**config.mk**
```make
export PLATFORM = sky130hd
export DESIGN_NAME = shake_pickup_detector_unit
export DESIGN_NICKNAME = d
export VERILOG_FILES = /design/src/rtl/core/spd_pkg.sv /design/src/rtl/core/spd_front.sv /design/src/rtl/core/spd_queue.sv /design/src/rtl/core/spd_back.sv /design/src/rtl/core/shake_pickup_detector_unit.sv
export SDC_FILE = /design/constraint.sdc
export NUM_CORES = 2
export LEC_CHECK = 0
export ABC_AREA = 1
export BUFFER_PORTS_ARGS = -buffer_cell sky130_fd_sc_hd__buf_2
export CORE_MARGIN = 2
export CORE_UTILIZATION = 42
export DETAILED_ROUTE_END_ITERATION = 10
export PLACE_DENSITY_LB_ADDON = 0.2
export REMOVE_ABC_BUFFERS = 1
export SYNTH_ARGS = -nofsm -noshare
export SYNTH_HDL_FRONTEND = slang
export SYNTH_SLANG_ARGS = --single-unit
export TNS_END_PERCENT = 30
```
**constraint.sdc**
```tcl
create_clock -name clk -period 9.5 [get_ports clk]
set_input_delay 0.95 -clock clk [delete_from_list [all_inputs] [get_ports clk]]
set_output_delay 0.95 -clock clk [all_outputs]
set_load 0.01 [all_outputs]
```
**src/rtl/core/spd_pkg.sv**
```systemverilog
// ----------------------------------------------------------------------------
// spd_pkg
// Shared types and constants of the shake and pickup detector.
// ----------------------------------------------------------------------------
package spd_pkg;

	localparam int SPD_SLOTS       = 5;
	localparam int SPD_QUEUE_DEPTH = 4;
	localparam int SPD_QPTR_W      = $clog2(SPD_QUEUE_DEPTH);

	localparam int SPD_CFG_IDX_W   = 3;
	localparam int SPD_CFG_DATA_W  = 16;

	// register indexes of the configuration port
	localparam logic [SPD_CFG_IDX_W-1:0] CFG_REST_LEVEL   = 3'd0;
	localparam logic [SPD_CFG_IDX_W-1:0] CFG_SPIKE_MARGIN = 3'd1;
	localparam logic [SPD_CFG_IDX_W-1:0] CFG_WINDOW_MS    = 3'd2;
	localparam logic [SPD_CFG_IDX_W-1:0] CFG_COOLDOWN_MS  = 3'd3;
	localparam logic [SPD_CFG_IDX_W-1:0] CFG_SHAKE_COUNT  = 3'd4;

	localparam logic [14:0] RST_REST_LEVEL   = 15'd4096;
	localparam logic [14:0] RST_SPIKE_MARGIN = 15'd1672;
	localparam logic [15:0] RST_WINDOW_MS    = 16'd1000;
	localparam logic [15:0] RST_COOLDOWN_MS  = 16'd2500;
	localparam logic [2:0]  RST_SHAKE_COUNT  = 3'd3;

	typedef enum logic [1:0] {
		EV_NONE   = 2'd0,
		EV_PICKUP = 2'd1,
		EV_SHAKE  = 2'd2
	} spd_event_t;

	// classified sample passed from front to back
	typedef struct packed {
		logic        spike;
		logic [31:0] now_ms;
	} spd_entry_t;

	// back part status
	typedef struct packed {
		logic pop;
		logic fire_pickup;
		logic fire_shake;
	} spd_back_st_t;

endpackage

```
**src/rtl/core/spd_front.sv**
```systemverilog
// ----------------------------------------------------------------------------
// spd_front
// Accepts samples, squares the axes and classifies each sample as spike or not.
// ----------------------------------------------------------------------------
module spd_front import spd_pkg::*; (
	input  logic              clk,
	input  logic              arst_n,
	input  logic              in_valid,
	output logic              in_ready,
	input  logic signed [15:0] accel_x,
	input  logic signed [15:0] accel_y,
	input  logic signed [15:0] accel_z,
	input  logic [31:0]       now_ms,
	input  logic [14:0]       rest_level,
	input  logic [14:0]       spike_margin,
	output logic              push,
	output spd_entry_t        push_entry,
	input  logic              q_full
);

	logic signed [31:0] prod_x, prod_y, prod_z;
	logic [30:0]        sq_x_s1, sq_y_s1, sq_z_s1;
	logic [31:0]        now_s1;
	logic               valid_s1;
	logic               advance;
	logic [15:0]        hi;
	logic [14:0]        lo;
	logic [31:0]        hi_sq_q;
	logic [29:0]        lo_sq_q;
	logic               lo_en_q;
	logic [31:0]        mag_sq;

	assign prod_x  = 32'(accel_x) * 32'(accel_x);
	assign prod_y  = 32'(accel_y) * 32'(accel_y);
	assign prod_z  = 32'(accel_z) * 32'(accel_z);
	assign advance = !valid_s1 || !q_full;
	assign in_ready = advance;

	// squared bounds are registered and follow the config registers in the next cycle
	assign hi = {1'b0, rest_level} + {1'b0, spike_margin};
	assign lo = rest_level - spike_margin;

	always_ff @(posedge clk) begin
		hi_sq_q <= {16'd0, hi} * {16'd0, hi};
		lo_sq_q <= {15'd0, lo} * {15'd0, lo};
		lo_en_q <= rest_level > spike_margin;
	end

	always_ff @(posedge clk or negedge arst_n) begin
		if (!arst_n) begin
			valid_s1 <= 1'b0;
		end else if (advance) begin
			valid_s1 <= in_valid;
		end
	end

	always_ff @(posedge clk) begin
		if (advance && in_valid) begin
			sq_x_s1 <= prod_x[30:0];
			sq_y_s1 <= prod_y[30:0];
			sq_z_s1 <= prod_z[30:0];
			now_s1  <= now_ms;
		end
	end

	assign mag_sq = {1'b0, sq_x_s1} + {1'b0, sq_y_s1} + {1'b0, sq_z_s1};

	assign push              = valid_s1 && !q_full;
	assign push_entry.now_ms = now_s1;
	assign push_entry.spike  = (mag_sq > hi_sq_q) ||
		(lo_en_q && (mag_sq < {2'b00, lo_sq_q}));

endmodule

```
**src/rtl/core/spd_queue.sv**
```systemverilog
// ----------------------------------------------------------------------------
// spd_queue
// Short fifo between the classifying front and the event back part.
// ----------------------------------------------------------------------------
module spd_queue import spd_pkg::*; (
	input  logic       clk,
	input  logic       arst_n,
	input  logic       push,
	input  spd_entry_t push_entry,
	input  logic       pop,
	output spd_entry_t head,
	output logic       empty,
	output logic       full
);

	spd_entry_t            mem_q [SPD_QUEUE_DEPTH];
	logic [SPD_QPTR_W-1:0] wr_ptr_q, rd_ptr_q;
	logic [SPD_QPTR_W:0]   cnt_q;

	assign empty = (cnt_q == '0);
	assign full  = (cnt_q == (SPD_QPTR_W+1)'(SPD_QUEUE_DEPTH));
	assign head  = mem_q[rd_ptr_q];

	always_ff @(posedge clk) begin
		if (push) begin
			mem_q[wr_ptr_q] <= push_entry;
		end
	end

	always_ff @(posedge clk or negedge arst_n) begin
		if (!arst_n) begin
			wr_ptr_q <= '0;
			rd_ptr_q <= '0;
			cnt_q    <= '0;
		end else begin
			if (push) begin
				wr_ptr_q <= wr_ptr_q + 1'b1;
			end
			if (pop) begin
				rd_ptr_q <= rd_ptr_q + 1'b1;
			end
			if (push && !pop) begin
				cnt_q <= cnt_q + 1'b1;
			end else if (pop && !push) begin
				cnt_q <= cnt_q - 1'b1;
			end
		end
	end

endmodule

```
**src/rtl/core/spd_back.sv**
```systemverilog
// ----------------------------------------------------------------------------
// spd_back
// Cooldown, spike ring and event decision; holds the result register.
// ----------------------------------------------------------------------------
module spd_back import spd_pkg::*; #(
	parameter int SLOTS = SPD_SLOTS
) (
	input  logic         clk,
	input  logic         arst_n,
	input  spd_entry_t   head,
	input  logic         q_empty,
	input  logic [15:0]  window_ms,
	input  logic [15:0]  cooldown_ms,
	input  logic [2:0]   shake_count,
	output spd_back_st_t st,
	output logic         out_valid,
	input  logic         out_ready,
	output spd_event_t   event_res
);

	localparam int SW = (SLOTS > 1) ? $clog2(SLOTS) : 1;
	localparam int CW = $clog2(SLOTS + 1);
	localparam int KW = (CW > 3) ? CW : 3;

	logic [31:0]   ring_q [SLOTS];
	logic [SW-1:0] wslot_q;
	logic [SW-1:0] wslot_nxt;
	logic [31:0]   last_q;
	logic          out_valid_q;
	spd_event_t    event_q;

	logic          pop;
	logic          cool;
	logic          active;
	logic [31:0]   since_event;
	logic [31:0]   slot_t   [SLOTS];
	logic [31:0]   slot_age [SLOTS];
	logic [SLOTS-1:0] hit;
	logic [CW-1:0] cnt;
	logic          is_shake;
	logic          is_pickup;

	assign pop         = !q_empty && (!out_valid_q || out_ready);
	assign since_event = head.now_ms - last_q;
	assign cool        = since_event < {16'd0, cooldown_ms};
	assign active      = pop && !cool && head.spike;

	// ring as it reads after this spike is written
	always_comb begin
		for (int i = 0; i < SLOTS; i++) begin
			slot_t[i]   = (wslot_q == SW'(i)) ? head.now_ms : ring_q[i];
			slot_age[i] = head.now_ms - slot_t[i];
			hit[i]      = (slot_t[i] != '0) && (slot_age[i] < {16'd0, window_ms});
		end
	end

	assign cnt       = CW'($countones(hit));
	assign is_shake  = active && (KW'(cnt) >= KW'(shake_count));
	assign is_pickup = active && !is_shake && (cnt == CW'(1));
	assign wslot_nxt = (wslot_q == SW'(SLOTS - 1)) ? '0 : wslot_q + 1'b1;

	assign st.pop         = pop;
	assign st.fire_pickup = is_pickup;
	assign st.fire_shake  = is_shake;

	always_ff @(posedge clk or negedge arst_n) begin
		if (!arst_n) begin
			for (int i = 0; i < SLOTS; i++) begin
				ring_q[i] <= '0;
			end
			wslot_q     <= '0;
			last_q      <= '0;
			out_valid_q <= 1'b0;
			event_q     <= EV_NONE;
		end else begin
			if (pop) begin
				out_valid_q <= 1'b1;
				event_q     <= is_shake ? EV_SHAKE : (is_pickup ? EV_PICKUP : EV_NONE);
			end else if (out_ready) begin
				out_valid_q <= 1'b0;
			end
			if (is_shake) begin
				for (int i = 0; i < SLOTS; i++) begin
					ring_q[i] <= '0;
				end
				wslot_q <= '0;
			end else if (active) begin
				ring_q[wslot_q] <= head.now_ms;
				wslot_q         <= wslot_nxt;
			end
			if (is_shake || is_pickup) begin
				last_q <= head.now_ms;
			end
		end
	end

	assign out_valid = out_valid_q;
	assign event_res = event_q;

endmodule

```
**src/rtl/core/shake_pickup_detector_unit.sv**
```systemverilog
// ----------------------------------------------------------------------------
// shake_pickup_detector_unit
// Three-axis shake and pickup detector with a streaming sample interface.
// ----------------------------------------------------------------------------
// Takes one accelerometer sample per clock while s_axis_tready is high and
// returns one event code per sample, in order: 0 none, 1 pickup, 2 shake. A
// sample is squared in the first stage, compared against the squared rest
// bounds in the second and queued; the event part then applies cooldown,
// updates the spike ring and loads the result register. Sustained rate is
// one item per cycle while the output side does not stall, set by the ring
// compare in the event part; a four-entry queue between the two parts
// absorbs output stalls. Configuration writes are accepted every cycle and
// should be made while the block is idle.
module shake_pickup_detector_unit import spd_pkg::*; #(
	parameter int SLOTS = SPD_SLOTS
) (
	input  logic                      clk,
	input  logic                      arst_n,
	input  logic                      s_axis_tvalid,
	output logic                      s_axis_tready,
	// accel_x[15:0], accel_y[31:16], accel_z[47:32], now_ms[79:48]
	input  logic [79:0]               s_axis_tdata,
	output logic                      m_axis_tvalid,
	input  logic                      m_axis_tready,
	// event_res[1:0], zero fill [7:2]
	output logic [7:0]                m_axis_tdata,
	input  logic                      cfg_valid,
	output logic                      cfg_ready,
	input  logic [SPD_CFG_IDX_W-1:0]  cfg_index,
	input  logic [SPD_CFG_DATA_W-1:0] cfg_data
);

	logic [14:0]  rest_level_q;
	logic [14:0]  spike_margin_q;
	logic [15:0]  window_ms_q;
	logic [15:0]  cooldown_ms_q;
	logic [2:0]   shake_count_q;

	logic         q_push;
	spd_entry_t   q_push_entry;
	spd_entry_t   q_head;
	logic         q_empty;
	logic         q_full;
	spd_back_st_t bk_st;
	spd_event_t   event_res;

	assign cfg_ready = 1'b1;

	always_ff @(posedge clk or negedge arst_n) begin
		if (!arst_n) begin
			rest_level_q   <= RST_REST_LEVEL;
			spike_margin_q <= RST_SPIKE_MARGIN;
			window_ms_q    <= RST_WINDOW_MS;
			cooldown_ms_q  <= RST_COOLDOWN_MS;
			shake_count_q  <= RST_SHAKE_COUNT;
		end else if (cfg_valid) begin
			unique case (cfg_index)
				CFG_REST_LEVEL:   rest_level_q   <= cfg_data[14:0];
				CFG_SPIKE_MARGIN: spike_margin_q <= cfg_data[14:0];
				CFG_WINDOW_MS:    window_ms_q    <= cfg_data;
				CFG_COOLDOWN_MS:  cooldown_ms_q  <= cfg_data;
				CFG_SHAKE_COUNT:  shake_count_q  <= cfg_data[2:0];
				default: begin
				end
			endcase
		end
	end

	spd_front u_front (
		.clk          (clk),
		.arst_n       (arst_n),
		.in_valid     (s_axis_tvalid),
		.in_ready     (s_axis_tready),
		.accel_x      (s_axis_tdata[15:0]),
		.accel_y      (s_axis_tdata[31:16]),
		.accel_z      (s_axis_tdata[47:32]),
		.now_ms       (s_axis_tdata[79:48]),
		.rest_level   (rest_level_q),
		.spike_margin (spike_margin_q),
		.push         (q_push),
		.push_entry   (q_push_entry),
		.q_full       (q_full)
	);

	spd_queue u_queue (
		.clk        (clk),
		.arst_n     (arst_n),
		.push       (q_push),
		.push_entry (q_push_entry),
		.pop        (bk_st.pop),
		.head       (q_head),
		.empty      (q_empty),
		.full       (q_full)
	);

	spd_back #(
		.SLOTS (SLOTS)
	) u_back (
		.clk         (clk),
		.arst_n      (arst_n),
		.head        (q_head),
		.q_empty     (q_empty),
		.window_ms   (window_ms_q),
		.cooldown_ms (cooldown_ms_q),
		.shake_count (shake_count_q),
		.st          (bk_st),
		.out_valid   (m_axis_tvalid),
		.out_ready   (m_axis_tready),
		.event_res   (event_res)
	);

	assign m_axis_tdata = {6'd0, event_res};

	// the event part never reads an empty queue
	a_pop_not_empty: assert property (@(posedge clk) disable iff (!arst_n)
		bk_st.pop |-> !q_empty)
		else $error("event part popped an empty queue");

	// an event only comes from a popped spike
	a_event_from_spike: assert property (@(posedge clk) disable iff (!arst_n)
		(bk_st.fire_shake || bk_st.fire_pickup) |-> (bk_st.pop && q_head.spike))
		else $error("event fired without a popped spike");

	// a fired shake shows up as the next result
	a_event_reported: assert property (@(posedge clk) disable iff (!arst_n)
		bk_st.fire_shake |=> (m_axis_tvalid && m_axis_tdata[1:0] == EV_SHAKE))
		else $error("shake not reported");

	a_code_legal: assert property (@(posedge clk) disable iff (!arst_n)
		m_axis_tvalid |-> (m_axis_tdata[1:0] != 2'd3))
		else $error("illegal event code");

endmodule

```
== Word level (Yosys, flattened, before mapping) ==
Memory sizes are Yosys's and may differ from the RTL's.
Index checks and enable logic that the tools add are counted.

* Flip-flop bits (word level): 459
* RAM bits: 132
* Input bits: 104
* Logic and storage cells: 139
* Memories: 1

{| class="wikitable"
|+ Memory list
! name !! depth !! bits a word !! read ports !! clocked after memory_dff !! wr ports !! RTL line !! text
|-
| u_queue.mem_q || 4 || 33 || 1 || 0 || 1 || spd_queue.sv:16 || <nowiki>spd_entry_t mem_q [SPD_QUEUE_DEPTH];</nowiki>
|}

* $add $sub $neg: 19
* Multiply operators: 5
* Magnitude comparators: 12
* Equal/unequal tests: 10
* Multiplexer cells: 21
* Bitwise gates (word level): 1
* Reductions and logical operators: 45

{| class="wikitable"
|+ Operators by type and width
! operator !! number
|-
| two-way mux 160 bit || 2
|-
| < comparator 32 x 16 -> 1 bit || 6
|-
| two-way mux 32 bit || 6
|-
| subtractor 32 bit || 6
|-
| bitwise mux 160 bit || 1
|-
| nonzero test 32 bit || 5
|-
| demux 32 bit (select 3 bit) || 1
|-
| multiplier 16 x 16 -> 31 bit || 3
|-
| adder 31 x 31 -> 32 bit || 1
|-
| adder 32 x 31 -> 32 bit || 1
|-
| > comparator 32 bit || 1
|-
| < comparator 32 x 30 -> 1 bit || 1
|-
| multiplier 16 x 16 -> 32 bit || 1
|-
| multiplier 15 x 15 -> 30 bit || 1
|-
| logical AND 1 bit || 17
|-
| adder 15 x 15 -> 16 bit || 1
|-
| > comparator 15 bit || 1
|-
| two-way mux 3 bit || 5
|-
| subtractor 15 bit || 1
|-
| == test 3 x 2 -> 1 bit, second input constant || 4
|-
| AND reduction 2 bit || 5
|-
| == test 3 x 1 -> 1 bit, second input constant || 3
|-
| == test 3 bit, second input constant || 3
|-
| logical NOT 3 bit || 3
|-
| 15 further kinds || 34
|}

== Depth between registers and ports, before layout ==
* Depth after elaboration: 15
* Gate-level depth with buffers: 45
* Depth with buffers taken out: 41

== Cells and area by module ==
Synthesis repeated with hierarchy kept, for this count alone.

* Cells, all modules: 10610
* Area total of the unflattened synthesis: 83483.8 µm²

{| class="wikitable"
|+ By module, submodules not included
! module !! times used !! cells an instance !! area an instance (µm²)
|-
| spd_front || 1 || 5935 || 50749.9
|-
| spd_back || 1 || 3940 || 24141.9
|-
| spd_queue || 1 || 433 || 5883.1
|-
| shake_pickup_detector_unit || 1 || 302 || 2708.8
|}

== Worst setup path before layout ==
No wires, ideal clock.

* Kind: register to register
* Start point: register rest_level_q[0]
* End point: register u_front.hi_sq_q[28]
* Arrival: 7.169 ns
* Data required time: 9.387 ns
* Path slack: 2.218 ns
* Stages on the path, launching flop included: 36
* Buffers on the path: 0
* Clock period less this slack: 7.282 ns
* Cell sequence: dfrtp_1 > ha_1 > fa_1 > a21oi_1 > o21bai_1 > a21oi_1 > inv_1 > nand2_1 > nand2_1 > a21boi_2 > o21ai_0 > or2_2 > nand2_2 > clkinv_1 > nand2_1 > fa_1 > fa_1 > inv_1 > fa_1 > fa_1 > fa_1 > inv_1 > fa_1 > inv_1 > ha_1 > a21oi_1 > inv_1 > a31oi_1 > a21boi_0 > o21ai_0 > nand2_1 > o21ai_0 > nand3_1 > nand3_1 > nand2_1 > nand2_1

* Word-level cells in the longest chain between the ends: 2

{| class="wikitable"
|+ RTL lines
! what !! RTL line !! text
|-
| start, declared || shake_pickup_detector_unit.sv:33 || <nowiki>logic [14:0] rest_level_q;</nowiki>
|-
| start signal, assigned || shake_pickup_detector_unit.sv:58 || <nowiki>CFG_REST_LEVEL: rest_level_q <= cfg_data[14:0];</nowiki>
|-
| adder 15 x 15 -> 16 bit || spd_front.sv:40 || <nowiki>assign hi = {1'b0, rest_level} + {1'b0, spike_margin};</nowiki>
|-
| multiplier 16 x 16 -> 32 bit || spd_front.sv:44 || <nowiki>hi_sq_q <= {16'd0, hi} * {16'd0, hi};</nowiki>
|-
| end signal, assigned || spd_front.sv:44 ||
|-
| end, declared || spd_front.sv:28 || <nowiki>logic [31:0] hi_sq_q;</nowiki>
|}

No other way between the ends.
A chain may end at the register's enable or synchronous reset.

== Worst setup path after layout ==
* Start point: register u_queue.rd_ptr_q[0]
* End point: register u_back.ring_q[105] (netlist bit)

* Word-level cells in the longest chain between the ends: 11
* Elaborated cells on any way between the ends: 41
* Those cells by class: add/sub: 10; order compare: 7; mux: 8; reduce/logical: 15; memory: 1

{| class="wikitable"
|+ RTL lines
! what !! RTL line !! text
|-
| start, declared || spd_queue.sv:17 || <nowiki>logic [SPD_QPTR_W-1:0] wr_ptr_q, rd_ptr_q;</nowiki>
|-
| start signal, assigned || spd_queue.sv:40 || <nowiki>rd_ptr_q <= rd_ptr_q + 1'b1;</nowiki>
|-
| memory (4 x 33 bit) * || - ||
|-
| two-way mux 32 bit || spd_back.sv:51 || <nowiki>slot_t[i] = (wslot_q == SW'(i)) ? head.now_ms : ring_q[i];</nowiki>
|-
| subtractor 32 bit || spd_back.sv:52 || <nowiki>slot_age[i] = head.now_ms - slot_t[i];</nowiki>
|-
| < comparator 32 x 16 -> 1 bit || spd_back.sv:53 || <nowiki>hit[i] = (slot_t[i] != '0) && (slot_age[i] < {16'd0, window_ms});</nowiki>
|-
| logical AND 1 bit || spd_back.sv:53 ||
|-
| adder 1 x 1 -> 2 bit (implied by the code) || spd_back.sv:57 || <nowiki>assign cnt = CW'($countones(hit));</nowiki>
|-
| adder 3 bit (implied by the code) || spd_back.sv:57 ||
|-
| adder 3 x 1 -> 3 bit (implied by the code) || spd_back.sv:57 ||
|-
| >= comparator 3 bit || spd_back.sv:58 || <nowiki>assign is_shake = active && (KW'(cnt) >= KW'(shake_count));</nowiki>
|-
| logical AND 1 bit || spd_back.sv:58 ||
|-
| two-way mux 160 bit / nonzero test 2 bit (equally long branches) || - ||
|-
| end signal, assigned by index || spd_back.sv:88 || <nowiki>ring_q[wslot_q] <= head.now_ms;</nowiki>
|-
| end, declared || spd_back.sv:25 || <nowiki>logic [31:0] ring_q [SLOTS];</nowiki>
|}

Mark *: on every way between the ends. The rest lies on a longest branch, timed or not. The select of a mux whose other input is x is not followed.

==> results.txt <==
status = finished, final reports clean
setup bufs post-CTS = 0
asr flop ratio synth = 46.3%
nets@finish = 11900
vias in the first global route = 65800
Die Width = 441 um
fin. max-slew vios = 0
Routability Congestion = 0.974
Crit Path Category = reg2reg
worst reg-to-reg path cell count = 43
global-route wire length before repair = 377 mm
# IOs = 115
Sink Count = 585
unrepaired setup endpoints after global routing = false
antenna-violating nets left = 0
FF/Latch Area = 15600 sq um
post-synthesis cell type count = 64
Diodes inserted = 0
full die area = 195000 sq um
Synth Instances = 9881
DR vias = 64900
largest net degree at the start of global routing = 73
grt total ovfl = 0
final wirelength = 239 mm
post-synthesis sequential area ratio = 19.5%
Remaining DRCs = 0
CTS Root Cell = clkbuf_16
clock-pin transition on the worst setup and hold timing paths = 0.06 ns
top_reg_cell synth = edfxtp_1
CP most frequent cell = nand2_1
share of the synthesized area in the top cell type = 26.0%
Detailed Place HPWL = 190 mm
DRT Pass-1 Iters = 6
Synth area leader = fa_1
CP Capture Type = flip-flop
Initial Util = 42.2%
Critical Path RT = 10.12 ns
cts bufs inserted = 74
#FFs+latches synth = 585
slowest cell delay on critical path = 0.55 ns
number of hold buffers added after cts = 0
# fillers = 18800
Startpoint Class = flip-flop
post_cts resized = 0
# rows = 160
clk buf depth = 3
Min Clock Period, post-route = 8.81 ns
FMAX = 113 MHz
type of the worst min-delay path = in2async
Relative slew margins = 27.1%
htree depth = 3
fin crit share = 92.7%
I/O Buffers = 107
DRT iter0 DRCs = 4434
CP max-delay cell = fa_1
area occupied by multi-input gates = 55600 sq um
Vias/cell = 5.20
Post-synth EDFFs = 254
ranking of synthesized cells by area = fa_1, ha_1, nand2_1
layout cells sized above 1 = 4.40%
CTS tree = done
maxcap violations = 0
aggregate negative setup slack = 0 ns
crit path DAT = 9.43 ns
yosys warns = 0
core region area = 190000 sq um
CP max FO = 37
final hold vios = 0
GRT Total Usage = 24.8%
Die H = 441 um
syn avg cell area = 8.12 sq um
Slew @ Worst Pin = 1.09 ns
P&R area growth vs syn = 7.46%
initial antenna violation count = 9
mean routed wirelength per cell = 19.2 um
Worst Clk Skew = 0.0592 ns
Skew-Pair Late Insertion Delay = 0.72 ns
Setup violations, final = 0
synthesized area = 80200 sq um
## Yosys cell counts, types with 25 or more instances
library cell / count
a21o_1: 35
buf_1: 35
clkbuf_1: 180
nand2_1: 2213
nor2_1: 599
nand3_1: 237
edfxtp_1: 254
o21ai_0: 428
xor2_1: 229
a211oi_1: 30
nor3_1: 70
dfrtp_1: 253
or2_2: 53
xnor2_1: 131
o21bai_1: 31
o2111ai_1: 37
dfxtp_1: 60
nand4_1: 227
buf_2: 25
a31oi_1: 40
a21oi_1: 513
inv_1: 2100
fa_1: 1041
ha_1: 835
## path summary, 6_finish.rpt
kind | slack, ns | endpoint | start
worst min-delay path | 0.23 | u_back.last_q[27] | arst_n
worst min register to register | 0.47 | u_back.last_q[15] | u_back.last_q[15]
worst max register to register | 0.69 | u_back.ring_q[105] | u_queue.rd_ptr_q[0]
min in group clk | 0.43 | u_front.now_s1[18] | s_axis_tdata[66]
worst max-delay path | 0.69 | u_back.ring_q[105] | u_queue.rd_ptr_q[0]
max in group asynchronous | 7.68 | u_queue.rd_ptr_q[0] | arst_n
## through the flow
step / hold WS [ns] / cells / utilization (%) / instance area [sq um] / setup slack (ns)
after floorplan: 0.442 / 9622 / - / 79200 / -0.543
after global placement: 0.454 / 12300 / 44.0 / 83700 / 0.806
after detailed placement: 0.458 / 12300 / 44.0 / 83700 / 0.678
after CTS: 0.207 / 12500 / 45.4 / 86200 / 0.621
after global routing: 0.247 / 12500 / 45.4 / 86200 / 0.129
final: 0.229 / 12500 / 45.4 / 86200 / 0.689
## sequential cells by signal, summed over array words and instances (netlist names), 2 cells and up
register,cells
u_queue.mem_q,132
u_front.hi_sq_q,31
u_queue.cnt_q,3
u_front.sq_z_s1,30
rest_level_q,15
u_front.sq_y_s1,30
u_front.lo_sq_q,28
window_ms_q,16
u_back.last_q,32
spike_margin_q,15
u_back.wslot_q,3
u_back.event_res,2
cooldown_ms_q,16
u_front.now_s1,32
u_queue.wr_ptr_q,2
u_back.ring_q,160
shake_count_q,3
u_queue.rd_ptr_q,2
u_front.sq_x_s1,30
## final cells by class
class | count | share of cell area (%)
clock buffers | 99 | 2.36
repair buffers | 203 | 1.51
well taps | 2511 | 3.64
flip-flops and latches | 585 | 18.1
clock inverters | 38 | 0.609
multi-input cells | 6915 | 64.5
inverters | 2122 | 9.25
## cell families after synthesis
| group | synth area share (%) |
|---|---|
| AO/OA/AOI/OAI | 8.48 |
| XOR/XNOR | 3.99 |
| adder cells (fa/ha/maj) | 39.0 |
| buffers and inverters | 11.3 |
| flip-flops | 19.5 |
| multiplexers | 0.0140 |
| other | 0.00936 |
| AND/OR/NAND/NOR | 17.7 |
## routing by layer
metal	GRT usage, %	part of all wire, %	vias to the layer above
li1	-	-	30900
met1	35.6	46	31900
met2	39.9	46	1732
met3	2.86	5.7	299
met4	6.19	2.4	2
met5	0	0.0054	-
## worst max-delay path, delay by kind of cell, from the launching register on
| family | cells | cell delay, ns |
|---|---|---|
| AOI/OAI and AO/OA | 9 | 1.97 |
| xor gates and xnor gates | 1 | 0.17 |
| DFF | 1 | 0.40 |
| and+or+nand+nor | 20 | 2.27 |
| buffers and inverters | 7 | 1.84 |
| adders and majority gates | 6 | 1.98 |
## cells in the final DEF, fill, tap and decap left out, types with 76 or more instances in the layout
| cell type | n |
|---|---|
| xnor2_1 | 131 |
| nand3_1 | 237 |
| nor2_1 | 591 |
| dfrtp_1 | 252 |
| ha_1 | 834 |
| o21ai_0 | 427 |
| a21oi_1 | 513 |
| fa_1 | 1041 |
| edfxtp_1 | 254 |
| buf_2 | 106 |
| inv_1 | 2098 |
| buf_4 | 93 |
| clkbuf_16 | 76 |
| xor2_1 | 228 |
| nand4_1 | 227 |
| nand2_1 | 2213 |
Power is not shown: default switching activity piles up to over one toggle a cycle in this logic, so the estimate is an artifact.
